**config.mk**
```make
export PLATFORM = sky130hd
export DESIGN_NAME = tcprc_front
export DESIGN_NICKNAME = d
export VERILOG_FILES = /design/src/rtl/tcprc_pkg.sv /design/src/rtl/tcprc_front.sv
export SDC_FILE = /design/constraint.sdc
export NUM_CORES = 1
export LEC_CHECK = 0
export ABC_AREA = 0
export ABC_CLOCK_PERIOD_IN_PS = 14700
export BUFFER_PORTS_ARGS = -buffer_cell sky130_fd_sc_hd__buf_2
export CAP_MARGIN = 30
export CORE_MARGIN = 10
export CORE_UTILIZATION = 30
export DETAILED_ROUTE_END_ITERATION = 16
export PLACE_DENSITY_LB_ADDON = 0.25
export SETUP_SLACK_MARGIN = 0.15
export SLEW_MARGIN = 10
export SYNTH_ARGS = -nofsm -noshare
export SYNTH_HDL_FRONTEND = slang
export SYNTH_SLANG_ARGS = --single-unit
```
**constraint.sdc**
```tcl
create_clock -name clk -period 14.7 [get_ports clk]
set_clock_uncertainty 0.1 [all_clocks]
set_input_delay 0.735 -clock clk [delete_from_list [all_inputs] [get_ports clk]]
set_output_delay 0.735 -clock clk [all_outputs]
set_load 0.05 [all_outputs]
```
**src/rtl/tcprc_pkg.sv**
```systemverilog
// Shared types and constants of the TCP receive flow coalescer.
package tcprc_pkg;

	localparam int FLOWS = 16;
	localparam int IDX_W = (FLOWS > 1) ? $clog2(FLOWS) : 1;
	localparam int TIME_W = 48;
	localparam logic [7:0] NON_ACK_FLAGS = 8'hef;
	localparam logic [15:0] MAX_LEN_RST = 16'hffff;
	localparam logic [15:0] AGE_RST = 16'd100;
	localparam logic CFG_MAX_LEN = 1'b0;
	localparam logic CFG_AGE = 1'b1;

	typedef enum logic [1:0] {
		KIND_PASS = 2'd0,
		KIND_ATTACH = 2'd1,
		KIND_FLUSH = 2'd2
	} kind_t;

	typedef enum logic [1:0] {
		CMD_TICK,
		CMD_PASS,
		CMD_PKT
	} cmd_kind_t;

	typedef enum logic [2:0] {
		ST_IDLE,
		ST_LOOKUP,
		ST_DECIDE,
		ST_SCAN,
		ST_EVICT,
		ST_EMIT,
		ST_TICK,
		ST_TICK_EMIT
	} state_t;

	typedef struct packed {
		cmd_kind_t kind;
		logic [95:0] tuple;
		logic [31:0] seq;
		logic [31:0] ack;
		logic [7:0] flags;
		logic [15:0] plen;
		logic [15:0] flen;
		logic [15:0] tag;
	} cmd_t;

	typedef struct packed {
		kind_t kind;
		logic [15:0] tag;
		logic [5:0] slot;
		logic [15:0] len;
		logic [7:0] flags;
		logic [15:0] seg;
		logic last;
	} result_t;

endpackage

```
**src/rtl/tcprc_front.sv**
```systemverilog
// Front end: accept transactions, classify them and queue them for the engine.
module tcprc_front import tcprc_pkg::*; (
	input  logic clk,
	input  logic arst_n,
	input  logic s_axis_tvalid,
	output logic s_axis_tready,
	// ip_src, ip_dst, tcp_sport, tcp_dport, seq_num, ack_num, tcp_flag_bits,
	// payload_len, frame_len, packet_tag
	input  logic [215:0] s_axis_tdata,
	// mode, eligible
	input  logic [1:0] s_axis_tuser,
	output logic cmd_valid,
	output cmd_t cmd,
	input  logic cmd_pop
);

	cmd_t fifo_q [2];
	logic rd_q, wr_q;
	logic [1:0] cnt_q;
	cmd_t in_cmd;
	logic push;

	always_comb begin
		in_cmd.tuple = {s_axis_tdata[31:0], s_axis_tdata[63:32],
			s_axis_tdata[79:64], s_axis_tdata[95:80]};
		in_cmd.seq = s_axis_tdata[127:96];
		in_cmd.ack = s_axis_tdata[159:128];
		in_cmd.flags = s_axis_tdata[167:160];
		in_cmd.plen = s_axis_tdata[183:168];
		in_cmd.flen = s_axis_tdata[199:184];
		in_cmd.tag = s_axis_tdata[215:200];
		if (s_axis_tuser[0]) begin
			in_cmd.kind = CMD_TICK;
		end else if (!s_axis_tuser[1]) begin
			in_cmd.kind = CMD_PASS;
		end else begin
			in_cmd.kind = CMD_PKT;
		end
	end

	assign s_axis_tready = (cnt_q != 2'd2);
	assign push = s_axis_tvalid && s_axis_tready;
	assign cmd_valid = (cnt_q != 2'd0);
	assign cmd = fifo_q[rd_q];

	always_ff @(posedge clk or negedge arst_n) begin
		if (!arst_n) begin
			rd_q <= 1'b0;
			wr_q <= 1'b0;
			cnt_q <= 2'd0;
		end else begin
			if (push) wr_q <= ~wr_q;
			if (cmd_pop) rd_q <= ~rd_q;
			if (push && !cmd_pop) cnt_q <= cnt_q + 2'd1;
			else if (!push && cmd_pop) cnt_q <= cnt_q - 2'd1;
		end
	end

	always_ff @(posedge clk) begin
		if (push) fifo_q[wr_q] <= in_cmd;
	end

endmodule

```
# Yosys cells after proc, flatten, opt, wreduce, memory -nomap -nowiden
# Memories as Yosys holds them, arrays and structs flattened.
# Index checks and enable logic that the tools add are counted.
# W data, S select, Z words.
totals:
  memories: 1
  register_bits: 4
  word_cells: 22
  latchBits: 0
  ramBits: 436
  out_inout_bits: 220
  romBits: 0
  input_bits: 222
memory_table:
  columns: ["name", "words", "width", "rd", "rd_clocked_by_memory_dff", "write_ports", "line_no", "rtl"]
  rows:
  - ["fifo_q", 2, 218, 1, 0, 1, "tcprc_front.sv:17", "cmd_t fifo_q [2];"]
classes:
  order_cmp: 0
  shifts: 0
  n_reduce_logical: 7
  n_bitwise: 2
  mux: 6
  n_mul: 0
  n_eq_ne: 1
  n_div: 0
  add_sub_neg: 2
ops:
  columns: ["op", "n"]
  rows:
  - ["$mux W2", 4]
  - ["$reduce_bool A2 Y1", 2]
  - ["$logic_and A1 B1 Y1", 3]
  - ["$add A2 B1 Y2 const B", 1]
  - ["$logic_not A1 Y1", 2]
  - ["$mux W1", 2]
  - ["$ne A2 B2 Y1 const B", 1]
  - ["$not A1 Y1", 2]
  - ["$sub A2 B1 Y2 const B", 1]

# Depth between registers and ports, before layout
logic_depth:
  ltp_word: 6
  ltp_mapped: 7
  mapped_depth_nobuf: 7

# Least setup slack after synthesis
# No wires, ideal clock.
synth_path:
  path_kind: "register to register"
  start: "reg cnt_q[0]"
  end: "mem fifo_q[0][0] (netlist name), enable pin"
  setup_slack_ps: 3693
  required_ps: 13799
  t_arrival_ps: 10106
  stages_incl_launch_ff: 4
  period_less_slack_ps: 11007
  setup_time_ps: 801
  path_buffers: 0
  path_cell_list: "dfrtp_1 > nand2b_1 > nand2_1 > nor2_1"
synth_between:
  elab_chain_cells: 4
synth_lines:
  columns: ["element", "line_no", "rtl"]
  rows:
  - ["from (decl)", "tcprc_front.sv:19", "logic [1:0] cnt_q;"]
  - ["from (signal assigned)", "tcprc_front.sv:54", "if (push && !cmd_pop) cnt_q <= cnt_q + 2'd1;"]
  - ["from (signal assigned)", "tcprc_front.sv:55", "else if (!push && cmd_pop) cnt_q <= cnt_q - 2'd1;"]
  - ["$ne A2 B2 Y1", "tcprc_front.sv:41", "assign s_axis_tready = (cnt_q != 2'd2);"]
  - ["named net s_axis_tready", "tcprc_front.sv:6", "output logic s_axis_tready,"]
  - ["$logic_and A1 B1 Y1", "tcprc_front.sv:42", "assign push = s_axis_tvalid && s_axis_tready;"]
  - ["$mux W1", "tcprc_front.sv:60", "if (push) fifo_q[wr_q] <= in_cmd;"]
  - ["$mux W1 (not written as such)", "tcprc_front.sv:60", null]
  - ["to (decl)", "tcprc_front.sv:17", null]
# The timed path passes the listed nets, and every way through them passes these cells.

==> flow_summary.json <==
{
  "number_of_vias_per_cell_after_detailed_routing": 4.309,
  "worst-endpoint-arrival_ns": 3.29,
  "max-clock-path-buffers": 3,
  "finalSetupTns_ns": 0,
  "die_h_um": 251.1,
  "timing.critical_path.fanout_max": 63,
  "hold_path_class": "in -> reg",
  "tritoncts": "built",
  "hold_viol_final": 0,
  "power.clock.fraction": 0.235,
  "core_region_area_mm2": 0.05276,
  "floorplan.initialDensity": 0.3036,
  "cp-start-kind": "flip-flop",
  "drt_iter0_drc": 486,
  "dpl.hpwl_um": 26300,
  "die_width_um": 251.1,
  "design.final.nets": 1400,
  "place.port_buffers": 441,
  "first_global_vias": 9040,
  "crit_family": "buffers and inverters",
  "slew-limit-headroom": 0.3854,
  "cap_viol_max_count": 0,
  "grt_overflow_total": 0,
  "worst-path-buf-inv": 4,
  "detailroute.via_count": 8178,
  "p_sw_frac": 0.4075,
  "setup_viol": 0,
  "most_prevalent_standard_cell_on_the_critical_path": "buf_4",
  "tritoncts_num_sinks": 440,
  "status": "finished, final reports clean",
  "share_seq_of_total_power": 0.360,
  "numCtsBuffers": 47,
  "final_max_slew_viol_count": 0,
  "critical_path_class": "reg -> out",
  "cellLeakagePower_nw": 7.559,
  "h-tree-depth": 2,
  "rr_worst_depth": 5,
  "cts-resized-gates": 0,
  "p_switching_mw": 2.026,
  "comb_power_share": 0.405,
  "synth.avg_cell_area_um2": 22.95,
  "min_delay_path_depth": 1,
  "area_growth_syn_to_layout_pct": 28.07,
  "ys.warnings.count": 0,
  "place_congestion": 0.7307,
  "worstMarginPinSlew_ns": 0.9219,
  "timing.critical_path.to_type": "output pin",
  "netlist_area_mm2": 0.01602,
  "critical_path_required_ns": 13.86,
  "grt.total_usage": 0.1173,
  "crit_cells": 5,
  "critical-path-slowest-cell": "dfrtp_4",
  "syn_inst": 698,
  "postCtsSetupRepairBufs": 0,
  "route.detailed.wl_per_inst_um": 20.09,
  "first_pass_grt_wire_length_um": 56700,
  "crit_chain": "buf_4 -> buf_4 -> buf_16 -> mux2_2 -> buf_2",
  "sequential_fraction_of_the_synthesis_area": 0.8236,
  "fmax_mhz": 242.4,
  "worst_skew_pair.late_latency_ns": 0.55,
  "rsz_0062_raised_after_global_routing": "false",
  "final_critical_path_setup_slack_ns": 10.57,
  "placement.setup.worst_slack_ns": 10.69,
  "cts_root_buffer": "clkbuf_16",
  "antenna_violating_nets_post_route": 0,
  "drive_above_1_share": 0.6079,
  "io_pins": 442,
  "internal_power_mw": 2.946,
  "cts.reportedPaths.clkPinSlew_ns": 0.06,
  "grt_antenna_before_repair": 3,
  "fin_crit_ns": 4.126,
  "synthesis.nets": 921,
  "iteration_count_of_the_initial_detailed_routing_pass": 4,
  "grt_max_degree": 70,
  "postRouteWirelength_um": 38140,
  "max-vdd-ir-drop_mv": 0.1349,
  "postCtsHoldBufs": 1,
  "fill_cells": 4921,
  "die_area_mm2": 0.06304,
  "final_period_utilization": 0.2807,
  "synth.ff_latch_count": 440,
  "synthDistinctLibCells": 15,
  "num_rows": 84,
  "route.detailed.drc": 0,
  "power.density_cell_area_mw_per_mm2": 242.4,
  "timing.critical_path.slowest_cell_delay_ns": 0.78
}
## placed cells by master (no fill, tap or decap), types with 6 or more instances in the layout
cell type	netlist	final
buf_2	0	441
edfxtp_1	436	436
mux2_2	218	218
clkbuf_16	0	49
clkbuf_1	0	11
clkinv_1	0	10
buf_4	1	9
bufinv_16	0	6
## final timing paths
kind | from | end | slack [ns]
worst min register to register | cnt_q[1] | cnt_q[1] | 0.41
worst max-delay path | rd_q | cmd[193] | 10.57
worst max register to register | cnt_q[0] | fifo_q[0][190] | 11.01
min in group asynchronous | arst_n | wr_q | 0.43
max in group asynchronous | arst_n | rd_q | 13.92
worst min-delay path | s_axis_tdata[170] | fifo_q[0][34] | 0.26
## synthesized netlist by cell type
library cell,number,area (µm²)
xor2_1,3,26.28
nand2_1,1,3.750
ha_1,1,12.51
xnor2_1,2,17.52
buf_6,23,259.0
or2_2,1,6.260
mux2_2,218,2455
dfrtp_1,4,100.1
edfxtp_1,436,13090
nand2b_1,1,6.260
inv_1,2,7.510
and3_1,1,6.260
nor2b_1,1,6.260
nor2_1,3,11.26
buf_4,1,7.510
## routing by layer
layer	global-route usage	share of wire	vias to the layer above
met3	0.04953	0.088	54
met4	0.03030	0.018	4
met5	0	0.00052	-
met2	0.1983	0.50	277
met1	0.1350	0.40	4085
li1	-	-	3758
## power by group through the flow
stage / clock network (mW) / registers, mW / logic, mW
2_1_floorplan: 0 / 1.87 / 1.61
3_3_place_gp: 0 / 1.81 / 2.04
3_5_place_dp: 0 / 1.82 / 2.05
4_1_cts: 1.20 / 1.80 / 2.05
5_1_grt: 1.25 / 1.82 / 2.13
6_report: 1.17 / 1.79 / 2.02
## flip-flops by register name (all words and copies together) (netlist names)
| name | count |
|---|---|
| cnt_q | 2 |
| wr_q | 1 |
| fifo_q | 436 |
| rd_q | 1 |
## cells by family after synthesis
group	share of synthesized area
buffers and inverters	0.01711
adders and majority gates	0.0007810
and+or+nand+nor	0.002500
DFF	0.8236
xor gates and xnor gates	0.002734
muxes	0.1533
## layout make-up
class | count | area [µm²] | area share
clock inverters | 21 | 247.7 | 0.01208
inverters | 2 | 7.507 | 0.0003660
diodes | 1 | 2.502 | 0.0001220
well taps | 688 | 860.8 | 0.04196
flip-flops and latches | 440 | 13200 | 0.6433
clock buffers | 60 | 1267 | 0.06179
repair buffers | 454 | 2367 | 0.1154
multi-input cells | 232 | 2564 | 0.1250
## through the flow
step	hold slack (ns)	instance area [µm²]	util	cells	total power, mW
after floorplan	0.3394	16020	-	698	3.484
after global placement	0.3804	18900	0.3583	1812	3.849
after detailed placement	0.4024	18960	0.3593	1814	3.869
after CTS	0.2151	20480	0.3882	1896	5.053
after global routing	0.2270	20510	0.3888	1897	5.198
final	0.2600	20510	0.3888	1898	4.972
(Power assumes the default switching activity.)
