[src/rtl/tcprc_pkg.sv]
// Shared types and constants of the TCP receive flow coalescer.
package tcprc_pkg;

	localparam int FLOWS = 16;
	localparam int IDX_W = (FLOWS > 1) ? $clog2(FLOWS) : 1;
	localparam int TIME_W = 48;
	localparam logic [7:0] NON_ACK_FLAGS = 8'hef;
	localparam logic [15:0] MAX_LEN_RST = 16'hffff;
	localparam logic [15:0] AGE_RST = 16'd100;
	localparam logic CFG_MAX_LEN = 1'b0;
	localparam logic CFG_AGE = 1'b1;

	typedef enum logic [1:0] {
		KIND_PASS = 2'd0,
		KIND_ATTACH = 2'd1,
		KIND_FLUSH = 2'd2
	} kind_t;

	typedef enum logic [1:0] {
		CMD_TICK,
		CMD_PASS,
		CMD_PKT
	} cmd_kind_t;

	typedef enum logic [2:0] {
		ST_IDLE,
		ST_LOOKUP,
		ST_DECIDE,
		ST_SCAN,
		ST_EVICT,
		ST_EMIT,
		ST_TICK,
		ST_TICK_EMIT
	} state_t;

	typedef struct packed {
		cmd_kind_t kind;
		logic [95:0] tuple;
		logic [31:0] seq;
		logic [31:0] ack;
		logic [7:0] flags;
		logic [15:0] plen;
		logic [15:0] flen;
		logic [15:0] tag;
	} cmd_t;

	typedef struct packed {
		kind_t kind;
		logic [15:0] tag;
		logic [5:0] slot;
		logic [15:0] len;
		logic [7:0] flags;
		logic [15:0] seg;
		logic last;
	} result_t;

endpackage

[src/rtl/tcprc_out.sv]
// Output register holding one result transaction.
module tcprc_out import tcprc_pkg::*; (
	input  logic clk,
	input  logic arst_n,
	input  logic push,
	input  result_t push_res,
	output logic out_free,
	output logic m_axis_tvalid,
	input  logic m_axis_tready,
	// out_tag, slot_index, merged_len, merged_flags, largest_segment, zero pad
	output logic [63:0] m_axis_tdata,
	// result_kind
	output logic [1:0] m_axis_tuser,
	output logic m_axis_tlast
);

	result_t res_q;
	logic vld_q;

	assign out_free = !vld_q || m_axis_tready;
	assign m_axis_tvalid = vld_q;
	assign m_axis_tdata = {2'b00, res_q.seg, res_q.flags, res_q.len, res_q.slot, res_q.tag};
	assign m_axis_tuser = res_q.kind;
	assign m_axis_tlast = res_q.last;

	always_ff @(posedge clk or negedge arst_n) begin
		if (!arst_n) begin
			vld_q <= 1'b0;
		end else if (out_free) begin
			vld_q <= push;
		end
	end

	always_ff @(posedge clk) begin
		if (push) res_q <= push_res;
	end

endmodule
[config.mk]
export PLATFORM = sky130hd
export DESIGN_NAME = tcprc_out
export DESIGN_NICKNAME = d
export VERILOG_FILES = /design/src/rtl/tcprc_pkg.sv /design/src/rtl/tcprc_out.sv
export SDC_FILE = /design/constraint.sdc
export NUM_CORES = 1
export LEC_CHECK = 0
export BUFFER_PORTS_ARGS = -buffer_cell sky130_fd_sc_hd__buf_4
export CAP_MARGIN = 25
export CELL_PAD_IN_SITES_DETAIL_PLACEMENT = 1
export CELL_PAD_IN_SITES_GLOBAL_PLACEMENT = 1
export CORE_MARGIN = 3
export CORE_UTILIZATION = 36
export CTS_BUF_LIST = sky130_fd_sc_hd__clkbuf_8
export DETAILED_ROUTE_END_ITERATION = 12
export GPL_ROUTABILITY_DRIVEN = 0
export PLACE_DENSITY = 0.91
export SYNTH_ARGS = -nofsm -noshare
export SYNTH_HDL_FRONTEND = slang
export SYNTH_SLANG_ARGS = --single-unit
[constraint.sdc]
create_clock -name clk -period 1.23 [get_ports clk]
set_clock_uncertainty 0.2 [all_clocks]
set_input_delay 0.0615 -clock clk [delete_from_list [all_inputs] [get_ports clk]]
set_output_delay 0.0615 -clock clk [all_outputs]
set_load 0.1 [all_outputs]
==> impl_metrics.py, run 1 <==
metrics = {
    "yosys": {
        "synth_mux_area_share_pct": 0,
        "synth_top_family_by_area": "simple AND/OR/NAND/NOR gates",
        "yosysTopAreaCellShare_pct": 96.7,
        "syn_area_mm2": 0.00202,
        "synthXorXnorAreaFrac_pct": 0,
        "synthAdderAreaFrac_pct": 0,
        "synthTopCellsByArea": "edfxtp_1 97%, dfrtp_1 1.2%, buf_4 0.74%, nand2b_4 0.68%, nand2b_2 0.43%",
        "post-synth-top-area-cell": "edfxtp_1",
        "synthDistinctLibCells": 6,
        "ys_seq_area_share_pct": 98.0,
        "postSynthAreaPerCell_um2": 28.4,
        "synth-simple-area-share_pct": 1.12,
        "yosys_warnings": 0,
        "ys_ff_latch": 66,
        "netlist_instances": 71,
        "synth_compound_area_share_pct": 0,
    },
    "outcome": {
        "status": "stopped before the end",
        "stop_stage": "clock tree synthesis",
        "firstError": "[ERROR DPL-0033] detailed placement checks failed during check placement.",
    },
    "place": {
        "port_buffers": 135,
        "place_hpwl_mm": 3.79,
        "place_ws_ns": 0.120,
    },
    "clocking": {
        "cts_max_level": 3,
        "cts.sinks": 66,
        "cts_inserted_buffers": 9,
        "cts_resized": 22,
        "hold_buffers": 68,
        "cts_buffer_depth": 2,
        "post_cts_buffers": 0,
        "cts-root-buf": "clkbuf_8",
    },
    "floorplan": {
        "dieWidth_um": 80.9,
        "initial_core_util_pct": 38.3,
        "top_level_ports": 138,
        "fp.dieH_um": 80.9,
        "rows": 26,
    },
}
==> stage by stage <==
step	area [µm²]	instances	hold WS (ns)	util (%)	TNS, ns
after detailed placement	3160	277	-0.361	59.9	0
after global placement	3160	277	-0.363	59.9	0
after floorplan	2030	72	-0.434	-	-0.0903
==> cells in the mapped netlist <==
cell type  number
buf_4           2
conb_1          1
dfrtp_1         1
edfxtp_1       65
nand2b_2        1
nand2b_4        1
==> cells by family after synthesis <==
logic type,count (synthesis)
flip-flops,66
AND/OR/NAND/NOR,2
other,1
buffers and inverters,2
==> run 2, diff against run 1 <==
==> config.mk (replaced) <==
export PLATFORM = sky130hd
export DESIGN_NAME = tcprc_out
export DESIGN_NICKNAME = d
export VERILOG_FILES = /design/src/rtl/tcprc_pkg.sv /design/src/rtl/tcprc_out.sv
export SDC_FILE = /design/constraint.sdc
export NUM_CORES = 1
export LEC_CHECK = 0
export BUFFER_PORTS_ARGS = -buffer_cell sky130_fd_sc_hd__buf_4
export CAP_MARGIN = 25
export CORE_MARGIN = 3
export CORE_UTILIZATION = 40
export DETAILED_ROUTE_END_ITERATION = 12
export GPL_ROUTABILITY_DRIVEN = 0
export PLACE_DENSITY_LB_ADDON = 0.15
export SYNTH_ARGS = -nofsm -noshare
export SYNTH_HDL_FRONTEND = slang
export SYNTH_SLANG_ARGS = --single-unit
==> run 2 against run 1 <==
Against the previous run:
- the flow now finishes, with violations (hold timing, setup timing)
- area after synthesis is the same
- synthesized cell count is the same
==> impl_metrics.py, run 2 <==
metrics = {
    "drt": {
        "drt_iter0_drc": 44,
        "via_per_inst": 4.30,
        "drc_errors": 0,
        "dr.pass1.iters": 4,
        "vias": 1539,
        "wirelength_mm": 5.79,
        "antenna_left": 0,
        "post_drt_wl_per_cell_um": 16.2,
    },
    "yosys": {
        "syn_area_mm2": 0.00202,
        "post-synth-top-area-cell": "edfxtp_1",
        "yosys-top-cells-count": "65 x edfxtp_1, 2 x buf_4",
        "synthTopCellsByArea": "edfxtp_1 97%, dfrtp_1 1.2%, buf_4 0.74%, nand2b_4 0.68%, nand2b_2 0.43%",
        "yosys_warnings": 0,
        "postSynthAreaPerCell_um2": 28.4,
        "yosysTopAreaCellShare_pct": 96.7,
        "synth_most_common_cell": "edfxtp_1",
        "synth-main-ff-cell": "edfxtp_1",
        "synthArstFlopShare_pct": 1.52,
        "ys_ff_latch": 66,
        "netlist_instances": 71,
        "ys_seq_area_share_pct": 98.0,
        "synthDistinctLibCells": 6,
        "synth_edf_count": 65,
    },
    "floorplan": {
        "dieWidth_um": 77.0,
        "top_level_ports": 138,
        "dieArea_mm2": 0.00593,
        "rows": 25,
        "coreArea_mm2": 0.00479,
        "initial_core_util_pct": 42.2,
        "fp.dieH_um": 77.0,
    },
    "final_layout": {
        "area_growth_pct": 107,
        "final_cells": 358,
        "nets": 355,
        "n_antenna_cell": 0,
        "layout_common_cells": "94 x buf_4, 67 x dlygate4sd3_1, 65 x edfxtp_1, 41 x buf_6, 9 x clkbuf_8",
        "final_common_cell": "buf_4",
        "largest_reg_flops": 62,
        "drive_above_1_share_pct": 52.2,
        "nFillCells": 220,
    },
    "clocking": {
        "cts_buffer_depth": 2,
        "cts_inserted_buffers": 9,
        "cts_tree": "yes",
        "cts_max_level": 3,
        "clock_latency_ns": 0.32,
        "cts-root-buf": "clkbuf_8",
        "cts.clk_slew.worst_paths_ns": 0.07,
        "cts.sinks": 66,
        "hold_buffers": 67,
    },
    "sta": {
        "fin_crit_ns": 1.36,
        "tns_ns": -0.217,
        "rsz0062_at_grt": "true",
        "hold_viol_final": 1,
        "hold_slack_ns": -0.0514,
        "worst_slack_ns": -0.127,
        "finalSetupViolations": 2,
        "final_max_slew_viol_count": 0,
        "period_share_pct": 110,
        "fmax_ghz": 0.737,
    },
    "pwr": {
        "p_leak_nw": 1.77,
        "p_per_area_mw_per_mm2": 1550,
        "ir_worst_vdd_uv": 986,
    },
    "setup_path": {
        "critPathKind": "reg -> out",
        "crit_family": "flip-flops",
        "path_max_fanout": 2,
        "cp_cell_sequence": "nand2b_4 > buf_12",
        "worst_setup_path_start_kind": "flop",
        "max_stage_delay_ns": 0.49,
        "cp-end-kind": "output port",
        "critPathSlowestCell": "dfrtp_4",
        "cp.required_ns": 0.97,
        "critPathArrivalTime_ns": 1.10,
        "path_buf_inv": 1,
    },
    "global_routing": {
        "grt_pass1_wl_mm": 8.58,
        "grtUsageTotal_pct": 19.6,
        "antenna_found_initial": 0,
        "grt.overflow.total": 0,
        "grt_pass1_vias": 1732,
        "grt_max_degree": 35,
    },
    "place": {
        "port_buffers": 135,
        "place_hpwl_mm": 3.16,
        "placed_cells": 274,
    },
    "run": {
        "drv_cap": 0,
    },
    "outcome": {
        "status": "finished, violations left",
        "violations": "hold timing, setup timing",
    },
    "worst_hold_path": {
        "hold_class": "in -> reg",
    },
}
## run 2: cell counts after synthesis
No cell type changed its count.
## run 2: layout make-up
type	instances	area, µm²	area share, %
Clock buffer	12	135	3.24
Clock inverter	4	42.5	1.02
Multi-Input combinational cell	4	35.0	0.839
Sequential cell	66	1980	47.4
Tap cell	67	83.8	2.01
Timing Repair Buffer	205	1900	45.5
## run 2: logic make-up after synthesis
logic type	Yosys count	synth area share (%)
AND/OR/NAND/NOR	2	1.12
other	1	0.186
flip-flops	66	98.0
buffers and inverters	2	0.744
## run 2: routing by layer
layer  GRT usage (%)  wire length (µm)  up-vias
li1                -                 -      707
met2            38.4              3400       88
met4            8.36               110        0
met1            17.4              1770      730
met3            7.63               511       14
met5               0                 0        -
## run 2: power by group
part           internal, mW  switching (mW)
Sequential             2.67          0.0743
Combinational         0.581            1.50
Clock                 0.922           0.720
## run 2: path summary, 6_finish.rpt
kind,start,to,slack (ns),cells after the start
worst max-delay path,m_axis_tvalid,out_free,-0.13,2
min in group asynchronous,arst_n,m_axis_tvalid,0.40,3
worst min-delay path,m_axis_tready,m_axis_tvalid,-0.05,4
max in group asynchronous,arst_n,m_axis_tvalid,0.31,3
worst max register to register,m_axis_tvalid,m_axis_tvalid,0.17,3
worst min register to register,m_axis_tvalid,m_axis_tvalid,0.53,3
## run 2: worst register-to-register path: cells and delay by family (launching register included)
family | cells | cell delay [ns]
flops | 1 | 0.49
buf+inv | 1 | 0.12
simple gates | 2 | 0.14
## run 2: metrics by stage
stage	setup WS, ns	utilization [%]	cell area (µm²)	power [mW]
after global routing	-0.165	87.2	4180	6.66
after CTS	-0.112	84.3	4030	6.41
after detailed placement	0.117	65.9	3150	4.59
after floorplan	-0.0903	-	2030	4.10
final	-0.127	87.2	4180	6.47
after global placement	0.132	65.9	3150	4.57
## run 2: timing repair
action                                 CTS  global route
resized for setup                        6            38
cloned                                   0             0
setup endpoints to repair                5            40
endpoints found under the hold margin   67             1
buffers inserted                         1             0
Note: power is estimated with default switching activity, not from simulation.
==> run 3, diff against run 2 <==
--- a/config.mk
+++ b/config.mk
@@ -5,6 +5,7 @@
 export SDC_FILE = /design/constraint.sdc
 export NUM_CORES = 1
 export LEC_CHECK = 0
+export ABC_AREA = 1
 export BUFFER_PORTS_ARGS = -buffer_cell sky130_fd_sc_hd__buf_4
 export CAP_MARGIN = 25
 export CORE_MARGIN = 3
==> run 3 against run 2 <==
Against the previous run:
- the run still ends with hold timing, setup timing left
- clock-buffer cell count fell by 1
- final area rose by 2.0%
- setup slack improved by 0.016 ns
- wire length rose by 16%
- first-iteration DRC count rose by 55%
- sequential share of layout area fell by 0.95 points
- synthesized cell count rose by 2.8%
- sequential cell count did not move
- non-clock buffer count rose by 1
- maximum frequency rose by 1.2%
- critical path depth did not move
- critical path type unchanged
- largest cell class is now buffers
==> impl_metrics.py, run 3 <==
metrics = {
    "setup_path": {
        "critPathArrivalTime_ns": 1.08,
        "cp-end-kind": "output port",
        "r2r-start": "m_axis_tvalid",
        "worst_setup_path_start_kind": "flop",
        "critPathKind": "reg -> out",
        "r2r-end": "m_axis_tvalid",
        "r2r_setup_slack_ns": 0.21,
        "cp.required_ns": 0.97,
        "r2r_cells": 3,
        "path_max_fanout": 2,
    },
    "pwr": {
        "p_leak_nw": 1.79,
        "p_total_mw": 6.38,
        "ir_worst_vdd_uv": 1430,
        "p_per_area_mw_per_mm2": 1500,
    },
    "clocking": {
        "cts-root-buf": "clkbuf_8",
        "clock_latency_ns": 0.33,
        "cts.clk_slew.worst_paths_ns": 0.07,
        "cts_max_level": 3,
        "cts_tree": "yes",
        "cts_inserted_buffers": 9,
        "hold_buffers": 68,
        "cts_buffer_depth": 2,
        "cts.sinks": 66,
    },
    "drt": {
        "via_per_inst": 4.37,
        "post_drt_wl_per_cell_um": 18.7,
        "drc_errors": 0,
        "wirelength_mm": 6.74,
        "drt_iter0_drc": 68,
        "dr.pass1.iters": 4,
        "antenna_left": 0,
        "vias": 1578,
    },
    "place": {
        "port_buffers": 135,
        "placed_cells": 276,
    },
    "yosys": {
        "yosys-top-cells-count": "65 x edfxtp_1, 2 x buf_4, 2 x inv_1, 2 x nand2_2",
        "synth_mux_area_share_pct": 0,
        "synth_compound_area_share_pct": 0,
        "synth_most_common_cell": "edfxtp_1",
        "ys_ff_latch": 66,
        "synthArstFlopShare_pct": 1.52,
        "synthDistinctLibCells": 6,
        "yosys_warnings": 0,
        "synth_top_family_by_area": "buffers and inverters",
        "synth-main-ff-cell": "edfxtp_1",
        "synthAdderAreaFrac_pct": 0,
        "ys_seq_area_share_pct": 98.1,
        "yosysTopAreaCellShare_pct": 96.8,
        "synthXorXnorAreaFrac_pct": 0,
        "synth-simple-area-share_pct": 0.621,
        "netlist_instances": 73,
        "postSynthAreaPerCell_um2": 27.6,
        "post-synth-top-area-cell": "edfxtp_1",
        "syn_area_mm2": 0.00202,
        "synth_edf_count": 65,
        "synthTopCellsByArea": "edfxtp_1 97%, dfrtp_1 1.2%, buf_4 0.74%, nand2_2 0.62%, inv_1 0.37%",
    },
    "outcome": {
        "violations": "hold timing, setup timing",
        "status": "finished, violations left",
    },
    "final_layout": {
        "final_core_util_pct": 89.0,
        "drive_above_1_share_pct": 51.7,
        "multi_input_area_um2": 33.8,
        "nets": 358,
        "n_antenna_cell": 0,
        "seqCellArea_mm2": 0.00198,
        "final_common_cell": "buf_4",
        "area_growth_pct": 111,
        "layout_common_cells": "69 x buf_4, 68 x dlygate4sd3_1, 66 x buf_6, 65 x edfxtp_1, 9 x clkbuf_8",
        "final_cells": 361,
        "largest_reg_flops": 62,
        "nFillCells": 193,
    },
    "floorplan": {
        "dieWidth_um": 77.0,
        "initial_core_util_pct": 42.1,
        "rows": 25,
        "coreArea_mm2": 0.00479,
        "fp.dieH_um": 77.0,
        "top_level_ports": 138,
        "dieArea_mm2": 0.00593,
    },
    "sta": {
        "fmax_ghz": 0.746,
        "period_share_pct": 109,
        "finalSetupViolations": 2,
        "rsz0062_at_grt": "true",
        "hold_slack_ns": -0.0591,
        "hold_viol_final": 1,
        "fin_crit_ns": 1.34,
        "worst_slack_ns": -0.111,
        "final_max_slew_viol_count": 0,
        "tns_ns": -0.182,
    },
    "global_routing": {
        "grt_pass1_vias": 1735,
        "use_met3_pct": 9.86,
        "top_usage_layer": "met2",
        "grt_use_met1_pct": 21.7,
        "grtUsageMet2_pct": 36.7,
        "grtUsageTotal_pct": 20.9,
        "grt.overflow.total": 0,
        "grt_pass1_wl_mm": 9.05,
        "grt_max_degree": 37,
        "antenna_found_initial": 0,
    },
    "worst_hold_path": {
        "holdPathStages": 5,
        "hp-start": "m_axis_tready",
        "hold_class": "in -> reg",
        "hold_path_end": "m_axis_tvalid",
    },
    "run": {
        "drv_cap": 0,
    },
}
==> run 3: cell types whose count changed in the layout (fill, tap and decap cells not counted), sizes merged <==
cell / before / now
nand2: 0 / 2
clkbuf: 12 / 11
nand2b: 2 / 0
dlygate4sd3: 67 / 68
inv: 0 / 2
bufinv: 1 / 0
clkinv: 3 / 5
==> run 3: area by class of cell <==
type                    count  area share (%)
repair buffers            206            47.0
clock inverters             5           0.499
inverters                   2           0.176
clock buffers              11            3.08
flip-flops and latches     66            46.5
well taps                  67            1.97
multi-input cells           4           0.793
==> run 3: logic make-up after synthesis <==
logic type	after synthesis
simple gates	2
buf+inv	4
flops	66
other cells	1
==> run 3: worst max-delay path by stage <==
stage,from,to,slack [ns],cells past startpoint
2_1_floorplan,m_axis_tvalid,m_axis_tvalid,0.003,2
3_3_place_gp,m_axis_tvalid,out_free,0.13,2
3_5_place_dp,m_axis_tvalid,out_free,0.12,2
4_1_cts,m_axis_tvalid,out_free,-0.12,2
5_1_grt,m_axis_tvalid,out_free,-0.15,2
6_report,m_axis_tvalid,out_free,-0.11,2
==> run 3: power breakdown <==
part / leakage, nW / total, mW / internal, mW / switching (mW)
Sequential: 0.646 / 2.77 / 2.67 / 0.0963
Clock: 0.0796 / 1.48 / 0.705 / 0.771
Combinational: 1.07 / 2.14 / 0.623 / 1.51
==> run 3: worst max-delay path: stages, from the launching register on <==
cell     delay (ns)
dfrtp_4        0.51
nand2_8        0.07
buf_12         0.16
==> run 3: through the flow <==
step | instance area, µm² | setup slack (ns)
after global routing | 4260 | -0.147
after detailed placement | 3160 | 0.121
after floorplan | 2040 | 0.00337
final | 4260 | -0.111
after CTS | 4050 | -0.125
after global placement | 3160 | 0.127
==> run 3: layer usage <==
metal  part of all wire [%]  vias to the layer above
met5                      0                        -
met2                     55                      102
met4                    1.6                        0
li1                       -                      716
met3                     10                       10
met1                     33                      750
==> run 3: what timing repair did <==
item                                    CTS  global route
resized for setup                        13            56
pin swaps                                 1             0
endpoints found under the hold margin    97             1
setup buffers                             1             0
endpoints found under the setup margin   11            63
